$ cat src/rtl/sph_pkg.sv
package sph_pkg;

   localparam int WORD_W  = 30;
   localparam int QUERY_W = 4;

   localparam logic [WORD_W-1:0] HASH_PRIME = WORD_W'(1000000007);
   localparam logic [WORD_W-1:0] HASH_EXP   = WORD_W'(1000000005);
   localparam logic [WORD_W-1:0] BASE_RESET = WORD_W'(33);
   localparam logic [WORD_W-1:0] ONE_VALUE  = WORD_W'(1);
   localparam logic [7:0]        CHAR_OFFSET = 8'd96;

   // modular multiplier: bits of the multiplier retired per cycle
   localparam int MUL_STEPS = 2;

   localparam int POW_W = $clog2(WORD_W);
   localparam logic [POW_W-1:0] POW_LAST = POW_W'(WORD_W - 1);

   localparam logic FUNC_APPEND = 1'b0;
   localparam logic FUNC_QUERY  = 1'b1;

   localparam logic [1:0] STATUS_OK        = 2'd0;
   localparam logic [1:0] STATUS_BAD_QUERY = 2'd1;
   localparam logic [1:0] STATUS_FULL      = 2'd2;

   typedef struct packed {
      logic               func;
      logic               restart;
      logic [7:0]         char_code;
      logic [QUERY_W-1:0] query_start;
      logic [QUERY_W-1:0] query_end;
   } sph_req_type;

   typedef struct packed {
      logic [WORD_W-1:0] hash_value;
      logic [1:0]        status;
   } sph_rsp_type;

   typedef struct packed {
      logic [WORD_W-1:0] a;
      logic [WORD_W-1:0] b;
   } sph_mul_op_type;

endpackage

$ cat src/rtl/substring_polynomial_hash_unit.sv
// Polynomial substring hash modulo 1e9+7. An append beat adds one character
// (value = code - 96 mod p) and returns the new prefix hash; a query beat
// (start, end) returns (prefix[end] - prefix[start-1]) * base^-start mod p,
// the substring hash normalized to position zero. One result beat per item.
// Prefix hashes and inverse powers live in one synchronous RAM of
// MAX_LENGTH entries with a registered read; one modular multiplier, which
// retires two multiplier bits per cycle, does all the arithmetic. A query
// does three RAM reads and one multiplication. An append does one RAM read
// and three multiplications in turn. An append at position zero skips the
// read and the inverse multiplication, but first raises the base to p-2 by
// square-and-multiply, 44 more multiplications. Items are worked one at a
// time; the result register lets the next item in while a result beat waits.
// The base register may be written only while the block is idle.
module substring_polynomial_hash_unit import sph_pkg::*; #(
   parameter int MAX_LENGTH = 16
) (
   input  logic              clock,
   input  logic              reset,
   input  logic              req_valid,
   output logic              req_stall,
   input  sph_req_type       req_data,
   output logic              rsp_valid,
   input  logic              rsp_stall,
   output sph_rsp_type       rsp_data,
   input  logic              csr_wr_en,
   input  logic [WORD_W-1:0] csr_wr_data
);

   localparam int CNT_W   = $clog2(MAX_LENGTH + 1);
   localparam int ADDR_W  = (MAX_LENGTH > 1) ? $clog2(MAX_LENGTH) : 1;
   localparam int ENTRY_W = 2 * WORD_W;
   localparam int CMP_W   = (CNT_W > QUERY_W) ? CNT_W : QUERY_W;
   localparam logic [CNT_W-1:0] CNT_FULL = CNT_W'(MAX_LENGTH);

   typedef enum logic [3:0] {
      ST_IDLE,
      ST_DECODE,
      ST_POW_STEP,
      ST_POW_R_WAIT,
      ST_POW_SQ,
      ST_POW_B_WAIT,
      ST_A_READ,
      ST_A_INV_WAIT,
      ST_A_TERM_WAIT,
      ST_A_RUN_WAIT,
      ST_Q_HI,
      ST_Q_INV,
      ST_Q_LO,
      ST_Q_MUL_WAIT,
      ST_RESULT
   } state_type;

   // control state
   state_type         state_ff, state_in;
   logic [WORD_W-1:0] base_cfg_ff;
   logic [CNT_W-1:0]  count_ff, count_in;
   logic [WORD_W-1:0] run_ff, run_in;
   logic [WORD_W-1:0] binv_ff, binv_in;
   logic              rsp_valid_ff, rsp_valid_in;
   logic              mul_start_ff, mul_start_in;

   // datapath
   sph_req_type       item_ff, item_in;
   logic [WORD_W-1:0] base_ff, base_in;
   logic [WORD_W-1:0] val_ff, val_in;
   logic [ADDR_W-1:0] idx_ff, idx_in;
   logic [WORD_W-1:0] prev_prefix_ff, prev_prefix_in;
   logic [WORD_W-1:0] new_inv_ff, new_inv_in;
   logic [WORD_W-1:0] hash_ff, hash_in;
   logic [1:0]        status_ff, status_in;
   logic [WORD_W-1:0] pow_r_ff, pow_r_in;
   logic [WORD_W-1:0] pow_b_ff, pow_b_in;
   logic [POW_W-1:0]  pow_bit_ff, pow_bit_in;
   sph_mul_op_type    mul_op_ff, mul_op_in;
   sph_rsp_type       rsp_data_ff, rsp_data_in;

   // RAM: {prefix_hash, inverse_power} per position
   logic [ENTRY_W-1:0] store_mem [MAX_LENGTH];
   logic [ENTRY_W-1:0] mem_rdata_ff;
   logic [ADDR_W-1:0]  mem_raddr;
   logic               mem_we;
   logic [ADDR_W-1:0]  mem_waddr;
   logic [ENTRY_W-1:0] mem_wdata;
   logic [WORD_W-1:0]  rd_prefix;
   logic [WORD_W-1:0]  rd_inv;

   logic              mul_done;
   logic [WORD_W-1:0] mul_product;

   logic [WORD_W-1:0] base_reduced;
   logic [CNT_W-1:0]  count_eff;
   logic              query_bad;
   logic [WORD_W-1:0] char_value;
   logic [WORD_W-1:0] prefix_sum;
   logic [WORD_W-1:0] lo_prefix;
   logic [WORD_W-1:0] hash_diff;
   logic              rsp_free;

   sph_modmul u_modmul (
      .clock       (clock),
      .reset       (reset),
      .mul_start   (mul_start_ff),
      .mul_op      (mul_op_ff),
      .mul_done    (mul_done),
      .mul_product (mul_product)
   );

   assign rd_prefix = mem_rdata_ff[ENTRY_W-1:WORD_W];
   assign rd_inv    = mem_rdata_ff[WORD_W-1:0];

   // base register holds at most 2^30-1, below 2p: one subtract reduces it
   assign base_reduced = (base_cfg_ff >= HASH_PRIME) ? base_cfg_ff - HASH_PRIME : base_cfg_ff;

   // restart drops the loaded string before the append is placed
   assign count_eff = item_ff.restart ? '0 : count_ff;

   assign query_bad = (item_ff.query_start > item_ff.query_end) ||
                      (CMP_W'(item_ff.query_end) >= CMP_W'(count_ff));

   // codes below 'a'-1 wrap around the prime
   assign char_value = (item_ff.char_code >= CHAR_OFFSET) ?
                       WORD_W'(item_ff.char_code - CHAR_OFFSET) :
                       HASH_PRIME - WORD_W'(CHAR_OFFSET - item_ff.char_code);

   // prefix[i] = prefix[i-1] + run * value, reduced once
   always_comb begin
      logic [WORD_W:0] sum;
      sum = {1'b0, prev_prefix_ff} + {1'b0, mul_product};
      if (sum >= {1'b0, HASH_PRIME}) begin
         sum = sum - {1'b0, HASH_PRIME};
      end
      prefix_sum = sum[WORD_W-1:0];
   end

   // prefix[end] - prefix[start-1], wrapped into range
   assign lo_prefix = (item_ff.query_start == '0) ? '0 : rd_prefix;

   always_comb begin
      logic [WORD_W:0] diff;
      if (prev_prefix_ff >= lo_prefix) begin
         diff = {1'b0, prev_prefix_ff} - {1'b0, lo_prefix};
      end else begin
         diff = {1'b0, prev_prefix_ff} + {1'b0, HASH_PRIME} - {1'b0, lo_prefix};
      end
      hash_diff = diff[WORD_W-1:0];
   end

   assign rsp_free = !rsp_valid_ff || !rsp_stall;

   // Read address per state; data shows up one state later.
   always_comb begin
      case (state_ff)
         ST_DECODE: begin
            if (item_ff.func == FUNC_QUERY) begin
               mem_raddr = ADDR_W'(item_ff.query_end);
            end else begin
               mem_raddr = ADDR_W'(count_eff - CNT_W'(1));
            end
         end
         ST_Q_HI:  mem_raddr = ADDR_W'(item_ff.query_start);
         ST_Q_INV: begin
            if (item_ff.query_start == '0) begin
               mem_raddr = '0;
            end else begin
               mem_raddr = ADDR_W'(item_ff.query_start - QUERY_W'(1));
            end
         end
         default:  mem_raddr = idx_ff;
      endcase
   end

   assign mem_we    = (state_ff == ST_A_TERM_WAIT) && mul_done;
   assign mem_waddr = idx_ff;
   assign mem_wdata = {prefix_sum, new_inv_ff};

   always_ff @(posedge clock) begin
      if (mem_we) begin
         store_mem[mem_waddr] <= mem_wdata;
      end
      mem_rdata_ff <= store_mem[mem_raddr];
   end

   // Sequencer: one item at a time, every multiply goes through the shared unit.
   always_comb begin
      state_in       = state_ff;
      count_in       = count_ff;
      run_in         = run_ff;
      binv_in        = binv_ff;
      mul_start_in   = 1'b0;
      mul_op_in      = mul_op_ff;
      item_in        = item_ff;
      base_in        = base_ff;
      val_in         = val_ff;
      idx_in         = idx_ff;
      prev_prefix_in = prev_prefix_ff;
      new_inv_in     = new_inv_ff;
      hash_in        = hash_ff;
      status_in      = status_ff;
      pow_r_in       = pow_r_ff;
      pow_b_in       = pow_b_ff;
      pow_bit_in     = pow_bit_ff;
      rsp_valid_in   = rsp_valid_ff && rsp_stall;
      rsp_data_in    = rsp_data_ff;

      case (state_ff)
         ST_IDLE: begin
            // latch the beat and the base it is worked with
            if (req_valid) begin
               item_in  = req_data;
               base_in  = base_reduced;
               state_in = ST_DECODE;
            end
         end

         ST_DECODE: begin
            if (item_ff.func == FUNC_APPEND) begin
               if (count_eff == CNT_FULL) begin
                  hash_in   = '0;
                  status_in = STATUS_FULL;
                  state_in  = ST_RESULT;
               end else begin
                  idx_in = ADDR_W'(count_eff);
                  val_in = char_value;
                  if (count_eff == '0) begin
                     // new string: find base^(p-2) first
                     pow_r_in   = ONE_VALUE;
                     pow_b_in   = base_ff;
                     pow_bit_in = '0;
                     state_in   = ST_POW_STEP;
                  end else begin
                     state_in = ST_A_READ;
                  end
               end
            end else if (query_bad) begin
               hash_in   = '0;
               status_in = STATUS_BAD_QUERY;
               state_in  = ST_RESULT;
            end else begin
               state_in = ST_Q_HI;
            end
         end

         ST_POW_STEP: begin
            if (HASH_EXP[pow_bit_ff]) begin
               mul_start_in = 1'b1;
               mul_op_in    = '{a: pow_r_ff, b: pow_b_ff};
               state_in     = ST_POW_R_WAIT;
            end else begin
               state_in = ST_POW_SQ;
            end
         end

         ST_POW_R_WAIT: begin
            if (mul_done) begin
               pow_r_in = mul_product;
               state_in = ST_POW_SQ;
            end
         end

         ST_POW_SQ: begin
            if (pow_bit_ff == POW_LAST) begin
               // inverse ready: position zero has run = 1 and inverse power 1
               binv_in        = pow_r_ff;
               run_in         = ONE_VALUE;
               new_inv_in     = ONE_VALUE;
               prev_prefix_in = '0;
               mul_start_in   = 1'b1;
               mul_op_in      = '{a: ONE_VALUE, b: val_ff};
               state_in       = ST_A_TERM_WAIT;
            end else begin
               mul_start_in = 1'b1;
               mul_op_in    = '{a: pow_b_ff, b: pow_b_ff};
               state_in     = ST_POW_B_WAIT;
            end
         end

         ST_POW_B_WAIT: begin
            if (mul_done) begin
               pow_b_in   = mul_product;
               pow_bit_in = pow_bit_ff + POW_W'(1);
               state_in   = ST_POW_STEP;
            end
         end

         ST_A_READ: begin
            // entry i-1 is on the read port
            prev_prefix_in = rd_prefix;
            mul_start_in   = 1'b1;
            mul_op_in      = '{a: rd_inv, b: binv_ff};
            state_in       = ST_A_INV_WAIT;
         end

         ST_A_INV_WAIT: begin
            if (mul_done) begin
               new_inv_in   = mul_product;
               mul_start_in = 1'b1;
               mul_op_in    = '{a: run_ff, b: val_ff};
               state_in     = ST_A_TERM_WAIT;
            end
         end

         ST_A_TERM_WAIT: begin
            // entry i is written here; advance the running power next
            if (mul_done) begin
               hash_in      = prefix_sum;
               mul_start_in = 1'b1;
               mul_op_in    = '{a: run_ff, b: base_ff};
               state_in     = ST_A_RUN_WAIT;
            end
         end

         ST_A_RUN_WAIT: begin
            if (mul_done) begin
               run_in    = mul_product;
               count_in  = CNT_W'(idx_ff) + CNT_W'(1);
               status_in = STATUS_OK;
               state_in  = ST_RESULT;
            end
         end

         ST_Q_HI: begin
            prev_prefix_in = rd_prefix;
            state_in       = ST_Q_INV;
         end

         ST_Q_INV: begin
            new_inv_in = rd_inv;
            state_in   = ST_Q_LO;
         end

         ST_Q_LO: begin
            mul_start_in = 1'b1;
            mul_op_in    = '{a: hash_diff, b: new_inv_ff};
            state_in     = ST_Q_MUL_WAIT;
         end

         ST_Q_MUL_WAIT: begin
            if (mul_done) begin
               hash_in   = mul_product;
               status_in = STATUS_OK;
               state_in  = ST_RESULT;
            end
         end

         ST_RESULT: begin
            // hold until the result register is free
            if (rsp_free) begin
               rsp_valid_in = 1'b1;
               rsp_data_in  = '{hash_value: hash_ff, status: status_ff};
               state_in     = ST_IDLE;
            end
         end

         default: begin
            state_in = ST_IDLE;
         end
      endcase
   end

   always_ff @(posedge clock) begin
      if (reset) begin
         state_ff     <= ST_IDLE;
         base_cfg_ff  <= BASE_RESET;
         count_ff     <= '0;
         run_ff       <= ONE_VALUE;
         binv_ff      <= '0;
         rsp_valid_ff <= 1'b0;
         mul_start_ff <= 1'b0;
      end else begin
         state_ff     <= state_in;
         count_ff     <= count_in;
         run_ff       <= run_in;
         binv_ff      <= binv_in;
         rsp_valid_ff <= rsp_valid_in;
         mul_start_ff <= mul_start_in;
         if (csr_wr_en) begin
            base_cfg_ff <= csr_wr_data;
         end
      end
   end

   always_ff @(posedge clock) begin
      item_ff        <= item_in;
      base_ff        <= base_in;
      val_ff         <= val_in;
      idx_ff         <= idx_in;
      prev_prefix_ff <= prev_prefix_in;
      new_inv_ff     <= new_inv_in;
      hash_ff        <= hash_in;
      status_ff      <= status_in;
      pow_r_ff       <= pow_r_in;
      pow_b_ff       <= pow_b_in;
      pow_bit_ff     <= pow_bit_in;
      mul_op_ff      <= mul_op_in;
      rsp_data_ff    <= rsp_data_in;
   end

   assign req_stall = (state_ff != ST_IDLE);
   assign rsp_valid = rsp_valid_ff;
   assign rsp_data  = rsp_data_ff;

   a_ok_reduced: assert property (@(posedge clock) disable iff (reset)
      (rsp_valid_ff && rsp_data_ff.status == STATUS_OK) |->
         (rsp_data_ff.hash_value < HASH_PRIME))
      else $error("hash result not reduced");

   a_count_bound: assert property (@(posedge clock) disable iff (reset)
      count_ff <= CNT_FULL)
      else $error("loaded count beyond depth");

   a_write_in_range: assert property (@(posedge clock) disable iff (reset)
      mem_we |-> (32'(mem_waddr) < 32'(MAX_LENGTH) && CNT_W'(mem_waddr) < CNT_FULL))
      else $error("RAM write outside the string");

   a_rsp_from_result: assert property (@(posedge clock) disable iff (reset)
      $rose(rsp_valid_ff) |-> $past(state_ff) == ST_RESULT)
      else $error("result beat without a finished item");

endmodule

$ cat src/rtl/sph_modmul.sv
module sph_modmul import sph_pkg::*; (
   input  logic              clock,
   input  logic              reset,
   input  logic              mul_start,
   input  sph_mul_op_type    mul_op,
   output logic              mul_done,
   output logic [WORD_W-1:0] mul_product
);

   localparam int CYCLES = WORD_W / MUL_STEPS;
   localparam int CNT_W  = $clog2(CYCLES);
   localparam int SUM_W  = WORD_W + 2;
   localparam logic [CNT_W-1:0] CNT_LAST   = CNT_W'(CYCLES - 1);
   localparam logic [SUM_W-1:0] PRIME_EXT  = SUM_W'(HASH_PRIME);

   logic              busy_ff;
   logic              done_ff;
   logic [CNT_W-1:0]  cnt_ff;
   logic [WORD_W-1:0] acc_ff;
   logic [WORD_W-1:0] acc_in;
   logic [WORD_W-1:0] mcand_ff;
   logic [WORD_W-1:0] mplier_ff;
   logic [WORD_W-1:0] mplier_in;

   // MSB-first shift-add: acc = 2*acc + bit*a, then fold back below the prime
   always_comb begin
      logic [SUM_W-1:0]  acc;
      logic [WORD_W-1:0] mp;
      acc = SUM_W'(acc_ff);
      mp  = mplier_ff;
      for (int s = 0; s < MUL_STEPS; s++) begin
         acc = (acc << 1) + (mp[WORD_W-1] ? SUM_W'(mcand_ff) : '0);
         if (acc >= PRIME_EXT) begin
            acc = acc - PRIME_EXT;
         end
         if (acc >= PRIME_EXT) begin
            acc = acc - PRIME_EXT;
         end
         mp = mp << 1;
      end
      acc_in    = acc[WORD_W-1:0];
      mplier_in = mp;
   end

   always_ff @(posedge clock) begin
      if (reset) begin
         busy_ff <= 1'b0;
         done_ff <= 1'b0;
      end else begin
         done_ff <= !mul_start && busy_ff && (cnt_ff == CNT_LAST);
         if (mul_start) begin
            busy_ff <= 1'b1;
         end else if (busy_ff && cnt_ff == CNT_LAST) begin
            busy_ff <= 1'b0;
         end
      end
   end

   always_ff @(posedge clock) begin
      if (mul_start) begin
         acc_ff    <= '0;
         mcand_ff  <= mul_op.a;
         mplier_ff <= mul_op.b;
         cnt_ff    <= '0;
      end else if (busy_ff) begin
         acc_ff    <= acc_in;
         mplier_ff <= mplier_in;
         cnt_ff    <= cnt_ff + CNT_W'(1);
      end
   end

   assign mul_done    = done_ff;
   assign mul_product = acc_ff;

   a_start_idle: assert property (@(posedge clock) disable iff (reset)
      mul_start |-> !busy_ff)
      else $error("multiply started while busy");

   a_done_reduced: assert property (@(posedge clock) disable iff (reset)
      done_ff |-> (acc_ff < HASH_PRIME))
      else $error("product not reduced");

   a_done_follows: assert property (@(posedge clock) disable iff (reset)
      $fell(busy_ff) |-> done_ff)
      else $error("busy dropped without done");

endmodule

$ cat config.mk
export PLATFORM = sky130hd
export DESIGN_NAME = substring_polynomial_hash_unit
export DESIGN_NICKNAME = d
export VERILOG_FILES = /design/src/rtl/sph_pkg.sv /design/src/rtl/substring_polynomial_hash_unit.sv /design/src/rtl/sph_modmul.sv
export SDC_FILE = /design/constraint.sdc
export NUM_CORES = 2
export LEC_CHECK = 0
export BUFFER_PORTS_ARGS = -buffer_cell sky130_fd_sc_hd__buf_2
export CAP_MARGIN = 0
export CORE_MARGIN = 5
export CORE_UTILIZATION = 40
export CTS_BUF_LIST = sky130_fd_sc_hd__clkbuf_4 sky130_fd_sc_hd__clkbuf_8
export DETAILED_ROUTE_END_ITERATION = 8
export GPL_TIMING_DRIVEN = 0
export MAX_ROUTING_LAYER = met4
export PLACE_DENSITY = 0.6
export REMOVE_ABC_BUFFERS = 1
export SLEW_MARGIN = 30
export SYNTH_ARGS = -nofsm -noshare
export SYNTH_HDL_FRONTEND = slang
export SYNTH_SLANG_ARGS = --single-unit
$ cat constraint.sdc
create_clock -name clock -period 14.4 [get_ports clock]
set_input_delay 2.88 -clock clock [delete_from_list [all_inputs] [get_ports clock]]
set_output_delay 2.88 -clock clock [all_outputs]
set_load 0.1 [all_outputs]
# Word level (Yosys, flattened, before mapping)
# Memory sizes are Yosys's and may differ from the RTL's. A register that Yosys moved wholly into a read port is not among the register bits.
# Index checks and enable logic that the tools add are counted.
# word_totals
ff_bits,528
mem_bits_rw,960
mem_bits_ro,32
input_bits,53
elab_cells,218
memories,2
# memory_table
name,depth,width,read_ports,rd_clocked_by_memory_dff,write_ports,line_no,rtl
store_mem,16,60,1,1,1,substring_polynomial_hash_unit.sv:78,logic [ENTRY_W-1:0] store_mem [MAX_LENGTH];
(name not given),32,1,1,1,0,substring_polynomial_hash_unit.sv:244,if (HASH_EXP[pow_bit_ff]) begin
# op_classes
addsub,20
order_cmp,11
n_eq_ne,33
n_mux,76
bitwise,2
reduce_logical,42
# op_table
op,count
30-bit 2-to-1 mux,23
60-bit case mux with 6 select lines,1
60-bit 2-to-1 mux,4
30-bit case mux with 2 select lines,4
30-bit case mux with 3 select lines,2
32-bit by 30-bit greater-or-equal comparator with 1-bit output (second input constant),4
30-bit subtractor (second input constant),3
32-bit 2-to-1 mux,2
32-bit by 30-bit subtractor with 32-bit output (second input constant),2
30-bit subtractor,2
4-bit case mux with 14 select lines,1
4-bit 2-to-1 mux,12
31-bit by 32-bit adder with 32-bit output,1
32-bit adder,1
4-bit == test (second input constant),8
30-bit by 30-bit adder with 31-bit output,1
31-bit by 30-bit greater-or-equal comparator with 1-bit output (second input constant),1
31-bit 2-to-1 mux,1
31-bit by 30-bit subtractor with 31-bit output (second input constant),1
30-bit adder (second input constant),1
30-bit greater-or-equal comparator,1
30-bit greater-or-equal comparator (second input constant),1
5-bit 2-to-1 mux,6
28-bit by 9-bit subtractor with 29-bit output (first input constant),1
41 further kinds,100

# Logic depth before layout (Yosys ltp)
# depth
ltp_word,11
mapped_depth,56
depth_no_buf,47

# Cells and area by module
# Synthesis repeated with hierarchy kept, for this count alone.
# hier_totals
cells_unflattened,6581
hier_area_um2,74790.5
# modules_own_cells
module,n_inst,cells_each,area_per_inst_um2,seq_area_each_um2
substring_polynomial_hash_unit,1,5154,63409.6,41469.8
sph_modmul,1,1427,11380.9,2522.4

# Least setup slack after synthesis
# Ideal clock, no wire load.
# synth_path
kind,register to register
startpoint,reg u_modmul.mplier_ff[29]
endpoint,reg u_modmul.acc_ff[24] (netlist: u_modmul.mul_product[24])
setup_time_ns,0.117
arrival_time_ns,12.278
path_slack_ns,2.004
path_stages_with_launch,50
path_buffers,5
period_less_slack_ns,12.396
cell_sequence,edfxtp_1 > clkbuf_1 > and2_1 > ha_1 > fa_1 > a211o_1 > a21oi_1 > o221ai_1 > or3_1 > or3_4 > a2111oi_2 > a211o_1 > a211oi_2 > o21ai_1 > buf_2 > buf_2 > buf_1 > xnor2_1 > (+14 left out) > a21oi_1 > xor2_1 > a21oi_1 > o211ai_1 > a31oi_1 > a31oi_1 > o21ba_2 > or4_1 > nand3_1 > o21ai_1 > or4_1 > a31o_1 > a2111oi_4 > nand3b_2 > nand3_4 > o21ai_2 > or3_1 > a32o_1
# synth_via
elab_chain_cells,11
word_cells_on_any_way,15
cone_classes,add/sub: 6; order compare: 4; mux: 5
# synth_lines
element,line_no,rtl
start: declaration,sph_modmul.sv:22,logic [WORD_W-1:0] mplier_ff;
start signal: assignment,sph_modmul.sv:63,mplier_ff <= mul_op.b;
start signal: assignment,sph_modmul.sv:67,mplier_ff <= mplier_in;
30-bit 2-to-1 mux *,sph_modmul.sv:32,acc = (acc << 1) + (mp[WORD_W-1] ? SUM_W'(mcand_ff) : '0);
31-bit by 32-bit adder with 32-bit output *,sph_modmul.sv:32,
32-bit by 30-bit subtractor with 32-bit output or 32-bit by 30-bit greater-or-equal comparator with 1-bit output (tied branches),"sph_modmul.sv:34, sph_modmul.sv:33",
32-bit 2-to-1 mux *,sph_modmul.sv:33,if (acc >= PRIME_EXT) begin
31-bit by 30-bit subtractor with 31-bit output or 32-bit by 30-bit greater-or-equal comparator with 1-bit output (tied branches),"sph_modmul.sv:37, sph_modmul.sv:36",
31-bit 2-to-1 mux *,sph_modmul.sv:36,if (acc >= PRIME_EXT) begin
32-bit adder *,sph_modmul.sv:32,
32-bit by 30-bit subtractor with 32-bit output or 32-bit by 30-bit greater-or-equal comparator with 1-bit output (tied branches),"sph_modmul.sv:34, sph_modmul.sv:33",
32-bit 2-to-1 mux *,sph_modmul.sv:33,
30-bit subtractor or 32-bit by 30-bit greater-or-equal comparator with 1-bit output (tied branches),"sph_modmul.sv:37, sph_modmul.sv:36",
30-bit 2-to-1 mux *,sph_modmul.sv:36,
end signal: assignment,sph_modmul.sv:66,acc_ff <= acc_in;
end: declaration,sph_modmul.sv:19,logic [WORD_W-1:0] acc_ff;
# Every way passes the cells marked *; elsewhere a longest branch is shown, timed or not.
# A chain may end at the register's enable or synchronous reset.

# Worst setup path after layout
# Same ends and word-level chain as after synthesis.

==> results_dict.tcl <==
set metrics [dict create \
    fin_crit_sh 0.9576 \
    crit_path_max_incr_delay_ns 0.58 \
    cap_violations 0 \
    place_congestion 0.8957 \
    ioPinCount 87 \
    cp.arrival_ns 14.65 \
    crit_path_max_fanout 19 \
    routed_wl_um 222500 \
    required_ns 15.26 \
    reg2reg_from "u_modmul.mplier_ff[29]" \
    stdcell_count 9246 \
    tritoncts "yes" \
    pre_cts_slack_ns -1.043 \
    yosys_warnings 0 \
    vias 52930 \
    yosysSeqAreaShare 0.5976 \
    grt_pass1_vias 49650 \
    wl_per_cell_um 24.06 \
    finalSetupViolations 0 \
    drcViolationCount 0 \
    initial_core_util 0.4021 \
    drive_gt1_frac 0.1508 \
    avgSynthCellArea_um2 11.62 \
    postLayoutCellArea_um2 86600 \
    synth_edf_count 1333 \
    period_needed_ns 13.79 \
    cts_max_path_buffers 3 \
    clk_pin_slew_ns 0.06 \
    max_clock_freq_mhz 72.52 \
    coreArea_um2 183100 \
    port_buffers 86 \
    path_delay_family "compound AO/OA/AOI/OAI gates" \
    worstPathBufferInverterCount 2 \
    critPathCaptureType "flop" \
    postPlaceCellArea_um2 80860 \
    fin_skew_ns 0.08045 \
    clock_latency_ns 1.00 \
    grtUsageTotal 0.2301 \
    hold_start "hash_ff[15]" \
    num_rows 157 \
    max_slew_margin 0.2734 \
    grt-ovfl-total 0 \
    syn_inst 6337 \
    grt_max_degree 69 \
    place_inst 8759 \
    die_h_um 439.0 \
    antenna_found_initial 7 \
    layout_commonest_cell "edfxtp_1" \
    drtPass1Iterations 7 \
    cts-htree-levels 4 \
    dieArea_um2 192700 \
    drt-initial-drc-count 5192 \
    layout_setup_ws_ns 0.6111 \
    root_buffer "clkbuf_8" \
    async_reset_ff_frac 0 \
    cts.sinks 1531 \
    critPathLaunch "u_modmul.mplier_ff[29]" \
    yosysUniqueCellTypes 105 \
    hold_viol 0 \
    vias_per_cell 5.724 \
    start_kind "flop" \
    critPathSlowestCell "edfxtp_1" \
    fin_nets 6820 \
    grt_pass1_wl_um 325800 \
    drv_slew 0 \
    worst_pin_slew_ns 1.082 \
    worstHoldPathType "flop to flop" \
    hpwlAfterDp_um 156700 \
    chipWidth_um 439.0 \
    status "finished clean" \
    syn-cell-area_um2 73610 \
    layout_common_cells "1,333 x edfxtp_1, 905 x nand2_1, 349 x and2_1" \
    path_class "flop to flop" \
    ys_ff_latch 1531 \
    ant_nets 0 \
    area.growth.synth_to_final_pct 17.65 \
    numCtsBuffers 240 \
    synth-main-ff-cell "edfxtp_1" \
]
cells in the mapped netlist, types with 61 or more instances:
cell      instances  area share
o21ai_0         143      0.0097
a21o_1           61      0.0062
nor2_1          302       0.015
a22o_1           72      0.0086
a21oi_1         352       0.024
mux2_2           61      0.0093
xor2_1           91       0.011
a211oi_1        347       0.035
nand2_1         911       0.046
and2_1          349       0.030
dfxtp_1         198       0.054
xnor2_1         218       0.026
a311oi_1        129       0.015
inv_1           159      0.0081
a31oi_1         150       0.013
clkbuf_1        342       0.017
ha_1            189       0.032
nor3_1           65      0.0044
edfxtp_1       1333        0.54
nand3_1         127      0.0086
flip-flops by register name, summed over array words and instances (netlist names), 5 cells and up, named ones only:
| name | flops |
|---|---|
| item_ff | 18 |
| hash_ff | 30 |
| base_cfg_ff | 30 |
| mul_op_ff | 60 |
| mem_rdata_ff | 60 |
| base_ff | 30 |
| pow_bit_ff | 5 |
| new_inv_ff | 30 |
| rsp_data | 32 |
| pow_r_ff | 30 |
| pow_b_ff | 30 |
| binv_ff | 30 |
| prev_prefix_ff | 30 |
| u_modmul.mplier_ff | 30 |
| store_mem | 960 |
| u_modmul.mul_product | 30 |
| val_ff | 12 |
| count_ff | 5 |
| u_modmul.mcand_ff | 30 |
| run_ff | 30 |
what timing repair did:
action	CTS	global route
setup buffers	2	18
hold buffers	0	0
setup endpoints to repair	30	30
pin swaps	1	4
cloned	1	0
gates resized for setup	9	24
layer usage:
| layer | global-route usage | part of all wire | vias up |
|---|---|---|---|
| met3 | 0.03954 | 0.075 | 389 |
| li1 | - | - | 24250 |
| met1 | 0.3081 | 0.43 | 26220 |
| met2 | 0.3536 | 0.46 | 2071 |
| met4 | 0.08369 | 0.037 | 0 |
| met5 | - | 0 | - |
worst paths after layout:
| path | endpoint | slack (ns) | cells past startpoint |
|---|---|---|---|
| hold / removal | rsp_data[17] | 0.40 | 0 |
| setup / recovery | u_modmul.mul_product[24] | 0.61 | 43 |
| setup reg to reg | u_modmul.mul_product[24] | 0.61 | 43 |
| hold reg to reg | rsp_data[17] | 0.40 | 0 |
final cells by class:
cell class	count	area (um^2)
Antenna cell	4	10.01
Clock buffer	365	4404
Clock inverter	97	943.4
Fill cell	16260	96480
Inverter	160	600.6
Multi-Input combinational cell	4280	28480
Sequential cell	1531	44010
Tap cell	2464	3083
Timing Repair Buffer	345	5075
metrics by stage:
stage	hold slack (ns)	util	setup TNS, ns
2_1_floorplan	0.4003	-	-366.51
3_3_place_gp	0.4051	0.4137	-2114.63
3_5_place_dp	0.4063	0.4417	-24.65
4_1_cts	0.3932	0.4713	0
5_1_grt	0.4121	0.4730	-0.07293
6_report	0.4004	0.4730	0
kinds of logic after synthesis:
logic type	synth area share
AND/OR/NAND/NOR	0.1298
AO/OA/AOI/OAI	0.1549
adder cells (fa/ha/maj)	0.03756
flip-flops	0.5976
XOR/XNOR	0.03677
buffers and inverters	0.02706
multiplexers	0.01627
Power is left out: the tool's default activity adds up to more than one toggle a clock period on the data nets, which glitch-free logic cannot reach.
